[config.mk]
export PLATFORM = sky130hd
export DESIGN_NAME = bounded_fifo_search_update
export DESIGN_NICKNAME = d
export VERILOG_FILES = /design/src/sv/bfsu_pkg.sv /design/src/sv/bfsu_ctrl.sv /design/src/sv/bfsu_datapath.sv /design/src/sv/bounded_fifo_search_update.sv
export SDC_FILE = /design/constraint.sdc
export NUM_CORES = 1
export LEC_CHECK = 0
export BUFFER_PORTS_ARGS = -buffer_cell sky130_fd_sc_hd__buf_2
export CAP_MARGIN = 15
export CORE_ASPECT_RATIO = 0.75
export CORE_MARGIN = 3
export CORE_UTILIZATION = 61
export DETAILED_ROUTE_END_ITERATION = 16
export PLACE_DENSITY = 0.79
export SLEW_MARGIN = 10
export SYNTH_ARGS = -nofsm -noshare
export SYNTH_HDL_FRONTEND = slang
export SYNTH_SLANG_ARGS = --single-unit
export TNS_END_PERCENT = 30
[constraint.sdc]
create_clock -name clk -period 6.3 [get_ports clk]
set_input_delay 1.26 -clock clk [delete_from_list [all_inputs] [get_ports clk]]
set_output_delay 1.26 -clock clk [all_outputs]
set_load 0.005 [all_outputs]
[src/sv/bfsu_pkg.sv]
package bfsu_pkg;

    localparam int IN_W  = 32;
    localparam int APB_W = 32;
    localparam int CAP_W = 5;
    localparam int ADDR_W = 2;

    localparam logic [CAP_W-1:0]  CAP_RESET     = 5'd16;
    localparam logic [ADDR_W-1:0] ADDR_CAPACITY = 2'd0;

    typedef enum logic [1:0] {
        ACT_INSERT = 2'd0,
        ACT_DELETE = 2'd1,
        ACT_SEARCH = 2'd2,
        ACT_UPDATE = 2'd3
    } action_t;

    typedef enum logic [1:0] {
        ST_OK        = 2'd0,
        ST_FULL      = 2'd1,
        ST_EMPTY     = 2'd2,
        ST_NOT_FOUND = 2'd3
    } status_t;

    // controller -> datapath
    typedef struct packed {
        logic    push;
        logic    pop;
        logic    load;
        logic    scan_step;
        logic    write_back;
        logic    res_valid;
        status_t res_status;
        logic    res_hit;
    } dp_cmd_t;

    // datapath -> controller
    typedef struct packed {
        logic empty;
        logic full;
        logic issue_done;
        logic cmp_valid;
        logic cmp_hit;
        logic cmp_last;
        logic is_update;
    } dp_stat_t;

endpackage

[src/sv/bfsu_ctrl.sv]
module bfsu_ctrl (
    input  logic               clk,
    input  logic               rst_n,
    input  logic               start,
    input  logic [1:0]         action,
    input  bfsu_pkg::dp_stat_t stat,
    output bfsu_pkg::dp_cmd_t  cmd,
    output logic               busy
);
    import bfsu_pkg::*;

    typedef enum logic [1:0] {
        S_IDLE = 2'b01,
        S_SCAN = 2'b10
    } state_t;

    state_t state_reg;
    state_t state_next;

    always_comb
    begin
        cmd        = '0;
        state_next = state_reg;
        unique case (state_reg)
            S_IDLE:
            begin
                if (start)
                begin
                    unique case (action_t'(action)) inside
                        ACT_INSERT:
                        begin
                            cmd.res_valid = 1'b1;
                            if (stat.full)
                            begin
                                cmd.res_status = ST_FULL;
                            end
                            else
                            begin
                                cmd.push       = 1'b1;
                                cmd.res_status = ST_OK;
                            end
                        end
                        ACT_DELETE:
                        begin
                            cmd.res_valid = 1'b1;
                            if (stat.empty)
                            begin
                                cmd.res_status = ST_EMPTY;
                            end
                            else
                            begin
                                cmd.pop        = 1'b1;
                                cmd.res_status = ST_OK;
                            end
                        end
                        ACT_SEARCH, ACT_UPDATE:
                        begin
                            if (stat.empty)
                            begin
                                cmd.res_valid  = 1'b1;
                                cmd.res_status = ST_EMPTY;
                            end
                            else
                            begin
                                cmd.load   = 1'b1;
                                state_next = S_SCAN;
                            end
                        end
                        default:
                        begin
                            cmd.res_valid  = 1'b1;
                            cmd.res_status = ST_OK;
                        end
                    endcase
                end
            end
            S_SCAN:
            begin
                if (stat.cmp_valid && stat.cmp_hit)
                begin
                    // first match wins: report it and drop the scan
                    cmd.res_valid  = 1'b1;
                    cmd.res_status = ST_OK;
                    cmd.res_hit    = !stat.is_update;
                    cmd.write_back = stat.is_update;
                    state_next     = S_IDLE;
                end
                else if (stat.cmp_valid && stat.cmp_last)
                begin
                    cmd.res_valid  = 1'b1;
                    cmd.res_status = ST_NOT_FOUND;
                    state_next     = S_IDLE;
                end
                else
                begin
                    cmd.scan_step = !stat.issue_done;
                end
            end
            default:
            begin
                state_next = S_IDLE;
            end
        endcase
    end

    always_ff @(posedge clk or negedge rst_n)
    begin
        if (!rst_n)
        begin
            state_reg <= S_IDLE;
        end
        else
        begin
            state_reg <= state_next;
        end
    end

    assign busy = (state_reg != S_IDLE);

`ifndef SYNTHESIS
    a_scan_no_queue_move: assert property (@(posedge clk) disable iff (!rst_n)
        (state_reg == S_SCAN) |-> (!cmd.push && !cmd.pop && !cmd.load))
        else $error("queue moved during a scan");

    a_result_ends_scan: assert property (@(posedge clk) disable iff (!rst_n)
        ((state_reg == S_SCAN) && cmd.res_valid) |=> (state_reg == S_IDLE))
        else $error("scan did not end after its result");

    a_load_starts_scan: assert property (@(posedge clk) disable iff (!rst_n)
        ((state_reg == S_IDLE) && cmd.load) |=> (state_reg == S_SCAN))
        else $error("load did not start a scan");
`endif

endmodule

[src/sv/bfsu_datapath.sv]
module bfsu_datapath #(
    parameter int DEPTH      = 16,
    parameter int DATA_WIDTH = 32,
    parameter int CNT_W      = $clog2(DEPTH + 1)
) (
    input  logic                                clk,
    input  logic                                rst_n,
    input  logic [bfsu_pkg::CAP_W-1:0]          capacity,
    input  logic [1:0]                          action,
    input  logic signed [bfsu_pkg::IN_W-1:0]    value,
    input  logic signed [bfsu_pkg::IN_W-1:0]    new_value,
    input  bfsu_pkg::dp_cmd_t                   cmd,
    output bfsu_pkg::dp_stat_t                  stat,
    output logic                                done,
    output logic [1:0]                          status,
    output logic [CNT_W-1:0]                    position,
    output logic [CNT_W-1:0]                    entry_count
);
    import bfsu_pkg::*;

    localparam int PTR_W = (DEPTH > 1) ? $clog2(DEPTH) : 1;
    localparam int CMP_W = (CNT_W > CAP_W) ? CNT_W : CAP_W;

    logic [DATA_WIDTH-1:0] mem [DEPTH];

    logic [PTR_W-1:0]      head_reg;
    logic [PTR_W-1:0]      tail_reg;
    logic [CNT_W-1:0]      count_reg;
    logic [CNT_W-1:0]      count_next;
    logic [PTR_W-1:0]      scan_idx_reg;
    logic [CNT_W-1:0]      issued_reg;
    logic                  cmp_valid_reg;
    logic [CNT_W-1:0]      cmp_pos_reg;
    logic [PTR_W-1:0]      cmp_slot_reg;
    logic [DATA_WIDTH-1:0] rd_data_reg;
    logic [DATA_WIDTH-1:0] key_reg;
    logic [DATA_WIDTH-1:0] repl_reg;
    logic                  upd_reg;
    logic                  done_reg;
    status_t               status_reg;
    logic [CNT_W-1:0]      pos_reg;
    logic [CNT_W-1:0]      res_count_reg;

    logic [2*IN_W-1:0]     value_ext;
    logic [2*IN_W-1:0]     new_value_ext;
    logic [DATA_WIDTH-1:0] value_d;
    logic [DATA_WIDTH-1:0] new_value_d;
    logic                  mem_we;
    logic [PTR_W-1:0]      mem_waddr;
    logic [DATA_WIDTH-1:0] mem_wdata;

    function automatic logic [PTR_W-1:0] ring_next(input logic [PTR_W-1:0] p);
        if (p == PTR_W'(DEPTH - 1))
            return '0;
        else
            return p + PTR_W'(1);
    endfunction

    // sign-extend the input words, keep the stored width
    assign value_ext     = {{IN_W{value[IN_W-1]}}, value};
    assign new_value_ext = {{IN_W{new_value[IN_W-1]}}, new_value};
    assign value_d       = value_ext[DATA_WIDTH-1:0];
    assign new_value_d   = new_value_ext[DATA_WIDTH-1:0];

    assign count_next = count_reg + CNT_W'(cmd.push) - CNT_W'(cmd.pop);

    assign stat.empty      = (count_reg == '0);
    assign stat.full       = (count_reg == CNT_W'(DEPTH))
                             || (CMP_W'(count_reg) >= CMP_W'(capacity));
    assign stat.issue_done = (issued_reg == count_reg);
    assign stat.cmp_valid  = cmp_valid_reg;
    assign stat.cmp_hit    = (rd_data_reg == key_reg);
    assign stat.cmp_last   = (cmp_pos_reg == count_reg);
    assign stat.is_update  = upd_reg;

    assign mem_we    = cmd.push || cmd.write_back;
    assign mem_waddr = cmd.write_back ? cmp_slot_reg : tail_reg;
    assign mem_wdata = cmd.write_back ? repl_reg : value_d;

    always_ff @(posedge clk)
    begin
        if (mem_we)
        begin
            mem[mem_waddr] <= mem_wdata;
        end
        if (cmd.scan_step)
        begin
            rd_data_reg <= mem[scan_idx_reg];
        end
    end

    always_ff @(posedge clk or negedge rst_n)
    begin
        if (!rst_n)
        begin
            head_reg      <= '0;
            tail_reg      <= '0;
            count_reg     <= '0;
            scan_idx_reg  <= '0;
            issued_reg    <= '0;
            cmp_valid_reg <= 1'b0;
            done_reg      <= 1'b0;
        end
        else
        begin
            if (cmd.push)
            begin
                tail_reg <= ring_next(tail_reg);
            end
            if (cmd.pop)
            begin
                head_reg <= ring_next(head_reg);
            end
            count_reg <= count_next;
            if (cmd.load)
            begin
                scan_idx_reg <= head_reg;
                issued_reg   <= '0;
            end
            else if (cmd.scan_step)
            begin
                scan_idx_reg <= ring_next(scan_idx_reg);
                issued_reg   <= issued_reg + CNT_W'(1);
            end
            cmp_valid_reg <= cmd.scan_step;
            done_reg      <= cmd.res_valid;
        end
    end

    always_ff @(posedge clk)
    begin
        if (cmd.load)
        begin
            key_reg  <= value_d;
            repl_reg <= new_value_d;
            upd_reg  <= (action_t'(action) == ACT_UPDATE);
        end
        if (cmd.scan_step)
        begin
            cmp_pos_reg  <= issued_reg + CNT_W'(1);
            cmp_slot_reg <= scan_idx_reg;
        end
        if (cmd.res_valid)
        begin
            status_reg    <= cmd.res_status;
            pos_reg       <= cmd.res_hit ? cmp_pos_reg : '0;
            res_count_reg <= count_next;
        end
    end

    assign done        = done_reg;
    assign status      = status_reg;
    assign position    = pos_reg;
    assign entry_count = res_count_reg;

`ifndef SYNTHESIS
    a_count_bounded: assert property (@(posedge clk) disable iff (!rst_n)
        count_reg <= CNT_W'(DEPTH))
        else $error("fill count above depth");

    a_scan_in_range: assert property (@(posedge clk) disable iff (!rst_n)
        cmp_valid_reg |-> ((cmp_pos_reg != '0) && (cmp_pos_reg <= count_reg)))
        else $error("scan compared past the live entries");

    a_push_not_full: assert property (@(posedge clk) disable iff (!rst_n)
        cmd.push |-> !stat.full)
        else $error("push into a full queue");
`endif

endmodule

[src/sv/bounded_fifo_search_update.sv]
// Bounded FIFO of signed words held in a ring store, with search and in-place update.
// Request channel: pulse start with action, value and new_value while busy is low;
// the word is taken at that edge. Actions: insert at tail, delete head, search for
// the first equal entry, update the first equal entry with new_value.
// Result channel: done is high for exactly one cycle with status, position and
// entry_count (entries after the request); the receiver cannot hold it off.
// Insert and delete, and any request on an empty queue: done is registered at the
// accepting edge, busy stays low, so a new request may follow in the next cycle.
// Search and update walk the live entries from the head through the single read
// port of the entry store, one entry per cycle into a registered read word that is
// compared with the key; the first match, or the last entry with no match, ends the
// walk with done, and busy is high while the walk runs.
// Configuration: APB register capacity at byte address 0 (5 bits, reset 16),
// saturated at DEPTH; write it only while the block is idle. pready is always high.
// Reset (rst_n, asynchronous, active low) empties the queue and restores capacity;
// the entry store itself is not cleared, as only written entries are ever read.
module bounded_fifo_search_update #(
    parameter int DEPTH      = 16,
    parameter int DATA_WIDTH = 32
) (
    input  logic                              clk,
    input  logic                              rst_n,
    input  logic                              psel,
    input  logic                              penable,
    input  logic                              pwrite,
    input  logic [bfsu_pkg::ADDR_W-1:0]       paddr,
    input  logic [bfsu_pkg::APB_W-1:0]        pwdata,
    output logic [bfsu_pkg::APB_W-1:0]        prdata,
    output logic                              pready,
    input  logic                              start,
    input  logic [1:0]                        action,
    input  logic signed [bfsu_pkg::IN_W-1:0]  value,
    input  logic signed [bfsu_pkg::IN_W-1:0]  new_value,
    output logic                              busy,
    output logic                              done,
    output logic [1:0]                        status,
    output logic [$clog2(DEPTH + 1)-1:0]      position,
    output logic [$clog2(DEPTH + 1)-1:0]      entry_count
);
    import bfsu_pkg::*;

    localparam int CNT_W = $clog2(DEPTH + 1);

    logic [CAP_W-1:0] capacity_reg;
    logic             cfg_write;
    dp_cmd_t          cmd;
    dp_stat_t         stat;

    // register write on the access phase
    assign cfg_write = psel && penable && pwrite && pready;
    assign pready    = 1'b1;

    always_ff @(posedge clk or negedge rst_n)
    begin
        if (!rst_n)
        begin
            capacity_reg <= CAP_RESET;
        end
        else if (cfg_write && (paddr == ADDR_CAPACITY))
        begin
            capacity_reg <= pwdata[CAP_W-1:0];
        end
    end

    // read back: capacity at its address, zero elsewhere
    assign prdata = (paddr == ADDR_CAPACITY) ? APB_W'(capacity_reg) : '0;

    bfsu_ctrl u_ctrl (
        .clk    (clk),
        .rst_n  (rst_n),
        .start  (start),
        .action (action),
        .stat   (stat),
        .cmd    (cmd),
        .busy   (busy)
    );

    bfsu_datapath #(
        .DEPTH      (DEPTH),
        .DATA_WIDTH (DATA_WIDTH),
        .CNT_W      (CNT_W)
    ) u_datapath (
        .clk         (clk),
        .rst_n       (rst_n),
        .capacity    (capacity_reg),
        .action      (action),
        .value       (value),
        .new_value   (new_value),
        .cmd         (cmd),
        .stat        (stat),
        .done        (done),
        .status      (status),
        .position    (position),
        .entry_count (entry_count)
    );

endmodule
# [Yosys cells after proc, flatten, opt, wreduce, memory -nomap -nowiden]
# Memory sizes are Yosys's and may differ from the RTL's. A register that Yosys moved wholly into a read port is not among the register bits.
# Cells that the tools add are included.
[op_classes] addsub=6 magnitude_cmp=1 eq_ne=17 n_mux=39 n_reduce_logical=15
[op_table] operator="$eq A32 B32 Y1" n=1
[op_table] operator="$mux W32" n=1
[op_table] operator="$mux W4" n=6
[op_table] operator="$mux W3" n=6
[op_table] operator="$mux W5" n=3
[op_table] operator="$mux W2" n=7
[op_table] operator="$mux W1" n=13
[op_table] operator="$add A4 B1 Y4 const B" n=3
[op_table] operator="$eq A4 B4 Y1 const B" n=3
[op_table] operator="$eq A5 B5 Y1" n=2
[op_table] operator="$pmux W3 S3" n=1
[op_table] operator="$eq A2 B2 Y1 const B" n=3
[op_table] operator="$ne A2 B2 Y1 const B" n=3
[op_table] operator="$pmux W3 S2" n=1
[op_table] operator="$add A5 B1 Y5" n=1
[op_table] operator="$add A5 B1 Y5 const B" n=1
[op_table] operator="$eq A5 B5 Y1 const B" n=1
[op_table] operator="$ge A5 B5 Y1" n=1
[op_table] operator="$logic_and A1 B1 Y1" n=5
[op_table] operator="$logic_not A5 Y1" n=1
[op_table] operator="$sub A5 B1 Y5" n=1
[op_table] operator="$eq A2 B1 Y1 const B" n=2
[op_table] operator="$logic_not A2 Y1" n=2
[op_table] operator="$pmux W2 S2" n=1
[op_table] operator="7 further kinds" n=9
[word_totals] register_bits=117 mem_bits_rw=512 input_bits=106 output_inout_bits=47 wordCells=96 memories=1
[mem_list] memory="u_datapath.mem" words=16 width=32 rd=1 rd_ports_with_merged_regs=1 wr=1 line_no="bfsu_datapath.sv:24" source="logic [DATA_WIDTH-1:0] mem [DEPTH];"

# [Longest topological paths before layout]
# Gate-level depths: netlist of the first run.
[depth] depth_word=9 ltp_mapped=16 depth_no_buf=15

# [By module]
# Synthesis of the first run repeated with hierarchy kept, for this count alone.
[unflattened] hier_cells=1420 area_unflattened_um2=26417.8
[by_module_without_submodules] mod="bfsu_datapath" n_inst=1 cells_per_inst=1342 area_each_um2=25713.4 seq_area_each_um2=19518.7
[by_module_without_submodules] mod="bounded_fifo_search_update" n_inst=1 cells_per_inst=47 area_each_um2=470.5 seq_area_each_um2=126.4
[by_module_without_submodules] mod="bfsu_ctrl" n_inst=1 cells_per_inst=31 area_each_um2=234.0 seq_area_each_um2=51.3

# [Worst setup path after synthesis of the first run]
# OpenSTA, ideal clock, no wires.
[synth_path] path_kind="input to register" startpoint="input start" endpoint="memory u_datapath.mem[1][0], enable pin" setup_time_ns=0.511 arrival_ns=5.335 required_ns=5.789 setup_slack_ns=0.454 path_stages=5 path_buffers=1 path_cell_list="nand2_1 -> nor3_1 -> o211ai_1 -> clkbuf_1 -> o41ai_1"
[synth_between] elab_chain_cells=5
[synth_rtl] item="from (decl)" line_no="bounded_fifo_search_update.sv:30" source="input logic start,"
[synth_rtl] item="$mux W3" line_no="bfsu_ctrl.sv:27" source="if (start)"
[synth_rtl] item="$mux W3" line_no="bfsu_ctrl.sv:24" source="unique case (state_reg)"
[synth_rtl] item="$logic_or A1 B1 Y1" line_no="bfsu_datapath.sv:76" source="assign mem_we = cmd.push || cmd.write_back;"
[synth_rtl] item="$mux W1" line_no="bfsu_datapath.sv:82" source="if (mem_we)"
[synth_rtl] item="$mux W1 (not written as such)" line_no="bfsu_datapath.sv:84" source="mem[mem_waddr] <= mem_wdata;"
[synth_rtl] item="to (decl)" line_no="bfsu_datapath.sv:24"
# No other way between the ends.

# [Worst setup path after layout of the first run]
[layout_path] startpoint="register u_datapath.key_reg[19]" endpoint="memory u_datapath.mem[14][10], enable pin"
[layout_between] elab_chain_cells=7 elab_cells_between_ends=8 cone_classes="1 x eq/ne; 5 x mux; 2 x reduce/logical"
[layout_rtl] item="from (decl)" line_no="bfsu_datapath.sv:36" source="logic [DATA_WIDTH-1:0] key_reg;"
[layout_rtl] item="from (signal assigned)" line_no="bfsu_datapath.sv:134" source="key_reg <= value_d;"
[layout_rtl] item="$eq A32 B32 Y1 *" line_no="bfsu_datapath.sv:72" source="assign stat.cmp_hit = (rd_data_reg == key_reg);"
[layout_rtl] item="$logic_and A1 B1 Y1 *" line_no="bfsu_ctrl.sv:79" source="if (stat.cmp_valid && stat.cmp_hit)"
[layout_rtl] item="$mux W1 *" line_no="bfsu_ctrl.sv:79"
[layout_rtl] item="$mux W2 *" line_no="bfsu_ctrl.sv:24"
[layout_rtl] item="$logic_or A1 B1 Y1" line_no="bfsu_datapath.sv:76"
[layout_rtl] item="$mux W1" line_no="bfsu_datapath.sv:82"
[layout_rtl] item="$mux W1 (not written as such)" line_no="bfsu_datapath.sv:84"
# Every way passes the cells marked *; elsewhere a longest branch is shown, timed or not.

==> results of run 1 <==
==> placed cells by master (no fill, tap or decap), types with 3 or more instances in the layout <==
cell type,netlist,final
inv_1,20,19
and2_1,9,8
a21o_1,4,4
clkinv_1,1,12
clkbuf_16,0,58
clkinv_2,0,14
nand3_1,13,12
nand2_1,163,162
dfrtp_1,29,26
xnor2_1,29,29
nand3b_1,3,3
nor2_1,17,17
xor2_1,26,26
a31oi_1,5,5
o21ai_0,73,68
a32o_2,0,5
nor4_1,5,5
bufinv_16,0,9
mux4_2,64,64
clkbuf_8,0,3
dfrtp_4,0,3
mux2i_1,102,102
nor3b_1,4,4
a22oi_1,33,33
nand4_1,12,12
nor3_1,7,7
a21oi_1,44,44
o21ai_4,0,5
buf_4,31,35
a221oi_1,32,32
clkbuf_1,37,6
conb_1,2,28
mux2_2,33,33
o41ai_2,0,5
nand2b_1,4,4
buf_2,19,97
edfxtp_1,630,630
clkinvlp_4,0,5
ha_1,17,17
nor2b_1,6,5
==> cell families (layout without fill, tap and decap cells) <==
family	after synthesis	in the layout	synth area share (%)
other	2	28	0.0285
AND/OR/NAND/NOR	257	257	4.45
AO/OA/AOI/OAI	206	206	4.97
flip-flops	661	661	74.8
buffers and inverters	117	263	2.29
XOR/XNOR	55	55	1.83
adder cells (fa/ha/maj)	18	18	0.884
multiplexers	199	199	10.8
==> power breakdown <==
part	leakage, nW	internal (mW)	total (mW)	switching, mW
Sequential	6.07	5.16	5.52	0.360
Clock	0.957	2.09	3.65	1.56
Combinational	3.32	1.14	2.58	1.44
==> cell usage after synthesis (2+ instances only) <==
library cell    n
o41ai_1         5
nor4_1          5
a21o_1          4
nor3_1          7
or4_1           2
buf_1           6
edfxtp_1      630
or3_1           2
a221oi_1       32
buf_4          31
xnor2_1        29
nor2_1         17
nand2b_1        4
mux4_2         64
conb_1          2
a32o_1          5
nand4_1        12
nand3_1        13
nand3b_1        3
a22oi_1        33
ha_1           17
dfstp_2         2
buf_2          19
mux2i_1       102
nor3b_1         4
o21ai_0        73
inv_1          20
a31oi_1         5
a21oi_1        44
nand2_1       163
nor2b_1         6
dfrtp_1        29
and3_1          3
clkbuf_1       37
xor2_1         26
and2_1          9
mux2_2         33
buf_6           3
==> stage by stage <==
stage               hold slack (ps)  cell area (µm²)  util, %  total power, mW
global placement                484            27500     64.9             8.07
detailed placement              493            27500     64.9             8.15
finish                          505            29500     69.6             11.7
CTS                             506            29500     69.5             11.8
global route                    524            29500     69.6             12.3
floorplan                       445            26400        -             7.43
==> layout make-up <==
cell class / count / area [µm²] / area share, %
Clock buffer: 67 / 1520 / 5.14
Clock inverter: 42 / 452 / 1.53
Inverter: 21 / 80.1 / 0.272
Multi-Input combinational cell: 763 / 6250 / 21.2
Sequential cell: 661 / 19700 / 66.8
Tap cell: 569 / 712 / 2.41
Timing Repair Buffer: 133 / 768 / 2.61
==> per-layer routing <==
metal  vias up  GRT usage [%]  share of wire, %
met5         -              0                 0
met4         0           8.31               2.9
met3       135           6.06                10
met2       767           41.7                47
met1      7148           37.3                39
li1       6131              -                 -
==> worst max path at each step <==
stage,slack [ps],end,cells after the start
after floorplan,450,u_datapath.mem[1][0]$_DFFE_PP_,5
after global placement,1890,u_datapath.mem[14][13]$_DFFE_PP_,7
after detailed placement,1850,u_datapath.mem[14][13]$_DFFE_PP_,7
after CTS,1850,u_datapath.mem[14][22]$_DFFE_PP_,7
after global routing,1660,u_datapath.mem[14][22]$_DFFE_PP_,7
final,1800,u_datapath.mem[14][10]$_DFFE_PP_,7
==> worst max-delay path, stage by stage (launching register included) <==
cell and delay [ps]:
edfxtp_1 420, xnor2_1 490, nand4_1 310, or4_4 570, nor3_4 430, nand3_2 520
o21ai_4 980, buf_4 440
==> results_dict.tcl, run 1 <==
set metrics [dict create \
    setup_violations 0 \
    diodes 0 \
    start_util_pct 62.2 \
    core_um2 42400 \
    clock_latency_ps 610 \
    clkTransAtPathRegs_ps 60 \
    arrival_ps 4770 \
    area_growth_pct 12.0 \
    p_leak_nw 10.4 \
    synth_top_area_share_pct 71.8 \
    worst_pin_slew_ps 1050 \
    maxSlewViolCount 0 \
    startpoint "u_datapath.key_reg[19]$_DFFE_PP_" \
    largest_reg_flops 512 \
    ctsHoldBuffers 0 \
    place_ws_ps 1850 \
    grt_usage_pct 26.4 \
    min_from "capacity_reg[2]$_DFFE_PN0P_" \
    postCtsSetupBuffers 0 \
    reg2regPathDepth 7 \
    grt_max_degree 69 \
    finClkSkew_ps 26.4 \
    grt_pass1_wl_um 88300 \
    place_congestion 0.795 \
    setup_slack_ps 1800 \
    crit_path_max_fanout 20 \
    die_h_um 186 \
    cts_tree "done" \
    syn_avg_cell_area_um2 17.4 \
    io_pins 153 \
    dpl.cell_count 2145 \
    min_to "capacity_reg[2]$_DFFE_PN0P_" \
    vdd_drop_max_mv 0.287 \
    cts.path.max_buffers 3 \
    drt_wl_total_um 59300 \
    grt_pass1_vias 14200 \
    dieArea_um2 45700 \
    hold_path.class "flop to flop" \
    relSlewSlack_pct 30.2 \
    drtAntennaViolNets 0 \
    regToRegSetupSlack_ps 1800 \
    antenna_found_initial 0 \
    num_vias 14200 \
    io_buffer_count 97 \
    p_per_area_nw_per_um2 398 \
    cts.sinks 661 \
    die_w_um 246 \
    grt.overflow.total 0 \
    synth_cell_types 52 \
    period_needed_ps 4500 \
    synth_area_um2 26300 \
    drt_pre_antenna_iters 6 \
    drv_cap 0 \
    hpwl_um 32200 \
    drt_iter0_drc 1637 \
    rsz0062_at_grt "false" \
    yosys.area.top_type "edfxtp_1" \
    netlist_instances 1515 \
    yosysSeqAreaShare_pct 74.8 \
    finalHoldViolCount 0 \
    r2r-start "u_datapath.key_reg[19]$_DFFE_PP_" \
    period_share_pct 71.5 \
    synth_top_flop_cell "edfxtp_1" \
    synthTopCellsByArea "edfxtp_1 72%, mux4_2 5.5%, mux2i_1 3.9%" \
    vias_per_cell 6.29 \
    setup_tns_ps 0 \
    fmax_mhz 222 \
    synth_edf_count 630 \
    synthArstFlopShare_pct 4.69 \
    r2r_end "u_datapath.mem[14][10]$_DFFE_PP_" \
    worstSetupPathType "flop to flop" \
    h-tree-depth 2 \
    drc_errors 0 \
    cts_resized 0 \
    synth-seq-cells 661 \
    placementRows 65 \
    post_drt_wl_per_cell_um 26.3 \
    final_nets 1762 \
    yosysWarnings 0 \
    worstPathRequired_ps 6570 \
    status "finished clean" \
    cp-start-kind "flop" \
    finalNonFillerCells 2256 \
    cts_buffers 58 \
    regMostFlops "u_datapath.mem" \
    layout-drive-gt1-share_pct 20.9 \
    min_path_cells 1 \
    root_buffer "clkbuf_16" \
    filler_cell_count 2614 \
    critPathCaptureType "flop" \
]
(Power assumes the default switching activity.)
==> run 2: changes to the inputs <==
Settings changed: ABC_AREA set to 1.
Clock period 6.3 ns to 4.2 ns, I/O delays scaled along.
==> results_dict.tcl, run 2 <==
set metrics [dict create \
    synth_xor_area_share_pct 0.621 \
    clock_latency_ps 610 \
    drtAntennaViolNets 0 \
    synth_top_flop_cell "edfxtp_1" \
    synthSimpleGateAreaFrac_pct 11.2 \
    synth-seq-cells 661 \
    grt_pass1_vias 17300 \
    ctsHoldBuffers 0 \
    antenna_found_initial 0 \
    post_dp_cell_area_um2 28300 \
    drv_cap 0 \
    fmax_mhz 293 \
    r2r-start "u_datapath.key_reg[24]$_DFFE_PP_" \
    grt_max_degree 259 \
    postCtsSetupBuffers 0 \
    area.sequential_um2 19700 \
    relSlewSlack_pct 22.2 \
    critPathSlowestCell "xnor2_1" \
    dpl.cell_count 2776 \
    reg2regPathDepth 11 \
    synth_top_family_by_area "simple AND/OR/NAND/NOR gates" \
    critPathCaptureType "flop" \
    cts_buffers 58 \
    setup_tns_ps 0 \
    io_buffer_count 97 \
    filler_cell_count 2748 \
    cts_tree "done" \
    p_clk_share_pct 29.2 \
    root_buffer "clkbuf_16" \
    vdd_drop_max_mv 0.793 \
    p_per_area_nw_per_um2 597 \
    netlist_instances 2145 \
    rsz0062_at_grt "false" \
    core_um2 42700 \
    placementRows 65 \
    crit_path_max_fanout 27 \
    synth_cell_types 42 \
    regMostFlops "u_datapath.mem" \
    layout-drive-gt1-share_pct 12.8 \
    drt_iter0_drc 2589 \
    synth_area_um2 26800 \
    diodes 0 \
    post_drt_wl_per_cell_um 23.6 \
    setup_violations 0 \
    hold_slack_ps 304 \
    maxSlewViolCount 0 \
    synthMuxAreaShare_pct 0 \
    p_leak_nw 11.1 \
    finClkSkew_ps 20.9 \
    multi_input_area_um2 6130 \
    crit_buf_inv 2 \
    hold_path.class "input port to asynchronous set/reset pin" \
    drc_errors 0 \
    critPathMaxStageDelay_ps 530 \
    final_util_pct 70.6 \
    crit_chain "xnor2_1 > nand2_1 > nor2_1 > nand2_1 > nor2_2 > nand3_4 > buf_4 > o21ai_4 > nand2_2 > nor2_4 > buf_4" \
    internal_power_mw 12.0 \
    status "finished clean" \
    drt_wl_total_um 68000 \
    cp-start-kind "flop" \
    final_nets 2391 \
    worst_pin_slew_ps 1170 \
    fin_area_um2 30100 \
    cts.path.max_buffers 3 \
    clkTransAtPathRegs_ps 60 \
    final_common_cell "edfxtp_1" \
    period_needed_ps 3410 \
    worstPathRequired_ps 4430 \
    period_share_pct 81.3 \
    drt_pre_antenna_iters 6 \
    yosysMostFrequentCell "edfxtp_1" \
    finalHoldViolCount 0 \
    die_h_um 187 \
    synthTopCellsByArea "edfxtp_1 71%, nand2_1 5.5%, o21ai_0 3.9%" \
    syn_avg_cell_area_um2 12.5 \
    start_util_pct 62.7 \
    yosys.area.top_type "edfxtp_1" \
    grt_pass1_wl_um 103000 \
    grt_usage_pct 29.4 \
    final_cell_mix "630 x edfxtp_1, 392 x nand2_1, 209 x o21ai_0" \
    num_vias 17900 \
    p_comb_share_pct 25.4 \
    place_congestion 0.877 \
    synth_compound_area_share_pct 9.36 \
    synthTopCellsByCount "630 x edfxtp_1, 393 x nand2_1, 211 x nor2_1" \
    finalNonFillerCells 2882 \
    p_sw_mw 5.93 \
    synthArstFlopShare_pct 4.69 \
    die_w_um 248 \
    cts.sinks 661 \
    cts_resized 0 \
    regToRegSetupSlack_ps 790 \
    r2r_end "u_datapath.mem[7][22]$_DFFE_PP_" \
    p_sw_share_pct 33.0 \
    vias_per_cell 6.21 \
    arrival_ps 3650 \
    io_pins 153 \
    grt.overflow.total 0 \
    synthAdderAreaFrac_pct 0.869 \
    yosysSeqAreaShare_pct 73.6 \
    yosysWarnings 0 \
    synth_top_area_share_pct 70.6 \
    seq_power_share_pct 45.4 \
    synth_edf_count 630 \
    largest_reg_flops 512 \
    worstSetupPathType "flop to flop" \
    area_growth_pct 12.5 \
    dieArea_um2 46500 \
    hpwl_um 37800 \
    critical_path.top_delay_family "simple AND/OR/NAND/NOR gates" \
    h-tree-depth 2 \
]
## run 2: changes by cell type after synthesis, moves of 24 or more
| cell | previous run | this run |
|---|---|---|
| nand2_1 | 163 | 393 |
| nor2_1 | 17 | 211 |
| o21ai_0 | 73 | 210 |
| inv_1 | 20 | 139 |
| mux2i_1 | 102 | 0 |
| mux4_2 | 64 | 0 |
| nand3_1 | 13 | 73 |
| a21oi_1 | 44 | 94 |
| o22ai_1 | 1 | 45 |
| clkbuf_1 | 37 | 75 |
| a22oi_1 | 33 | 0 |
| mux2_2 | 33 | 0 |
| o221ai_1 | 0 | 24 |
## run 2: logic make-up (layout without fill, tap and decap cells)
group,after synthesis,count (layout)
buffers and inverters,277,419
other,2,28
adder cells (fa/ha/maj),18,18
AO/OA/AOI/OAI,438,438
AND/OR/NAND/NOR,730,730
flip-flops,661,661
XOR/XNOR,19,19
## run 2: metal layers
metal	vias up	global-route usage, %	part of all wire [%]
li1	7880	-	-
met1	8640	42.2	38
met2	1190	45.8	47
met3	193	5.60	12
met4	0	10.4	3.8
met5	-	0	0
## run 2: worst max-delay path by stage
stage	from	end	slack [ps]	depth (start not counted)
2_1_floorplan	start	u_datapath.scan_idx_reg[3]$_DFFE_PN0P_	690	6
3_3_place_gp	u_datapath.key_reg[24]$_DFFE_PP_	u_datapath.mem[6][13]$_DFFE_PP_	930	11
3_5_place_dp	u_datapath.key_reg[24]$_DFFE_PP_	u_datapath.mem[6][13]$_DFFE_PP_	860	11
4_1_cts	u_datapath.key_reg[24]$_DFFE_PP_	u_datapath.mem[6][22]$_DFFE_PP_	860	11
5_1_grt	u_datapath.key_reg[24]$_DFFE_PP_	u_datapath.mem[13][24]$_DFFE_PP_	650	9
6_report	u_datapath.key_reg[24]$_DFFE_PP_	u_datapath.mem[7][22]$_DFFE_PP_	790	11
## run 2: cell type report
type	count	area share [%]
sequential	661	65.4
clock buffer	71	5.05
tap	569	2.36
clock inverter	35	1.11
timing repair buffer	168	3.90
multi-input combinational	1233	20.3
inverter	145	1.82
## run 2: power groups by stage
stage	clock network, mW	registers, mW	logic [mW]
floorplan	0	8.11	3.08
global placement	0	8.27	4.26
detailed placement	0	8.28	4.43
CTS	5.28	8.15	4.48
global route	5.51	8.19	5.01
finish	5.25	8.16	4.57
## run 2: per-stage QoR
stage | power (mW) | setup WS, ps
2_1_floorplan | 11.2 | 693
3_3_place_gp | 12.5 | 928
3_5_place_dp | 12.7 | 859
4_1_cts | 17.9 | 860
5_1_grt | 18.7 | 655
6_report | 18.0 | 786
## run 2: worst register-to-register path, stage by stage, from the launching register on
cell and delay [ps]:
edfxtp_1 390, xnor2_1 530, nand2_1 110, nor2_1 150
nand2_1 80, nor2_2 200, nand3_4 290, buf_4 350
o21ai_4 180, nand2_2 160, nor2_4 140, buf_4 440
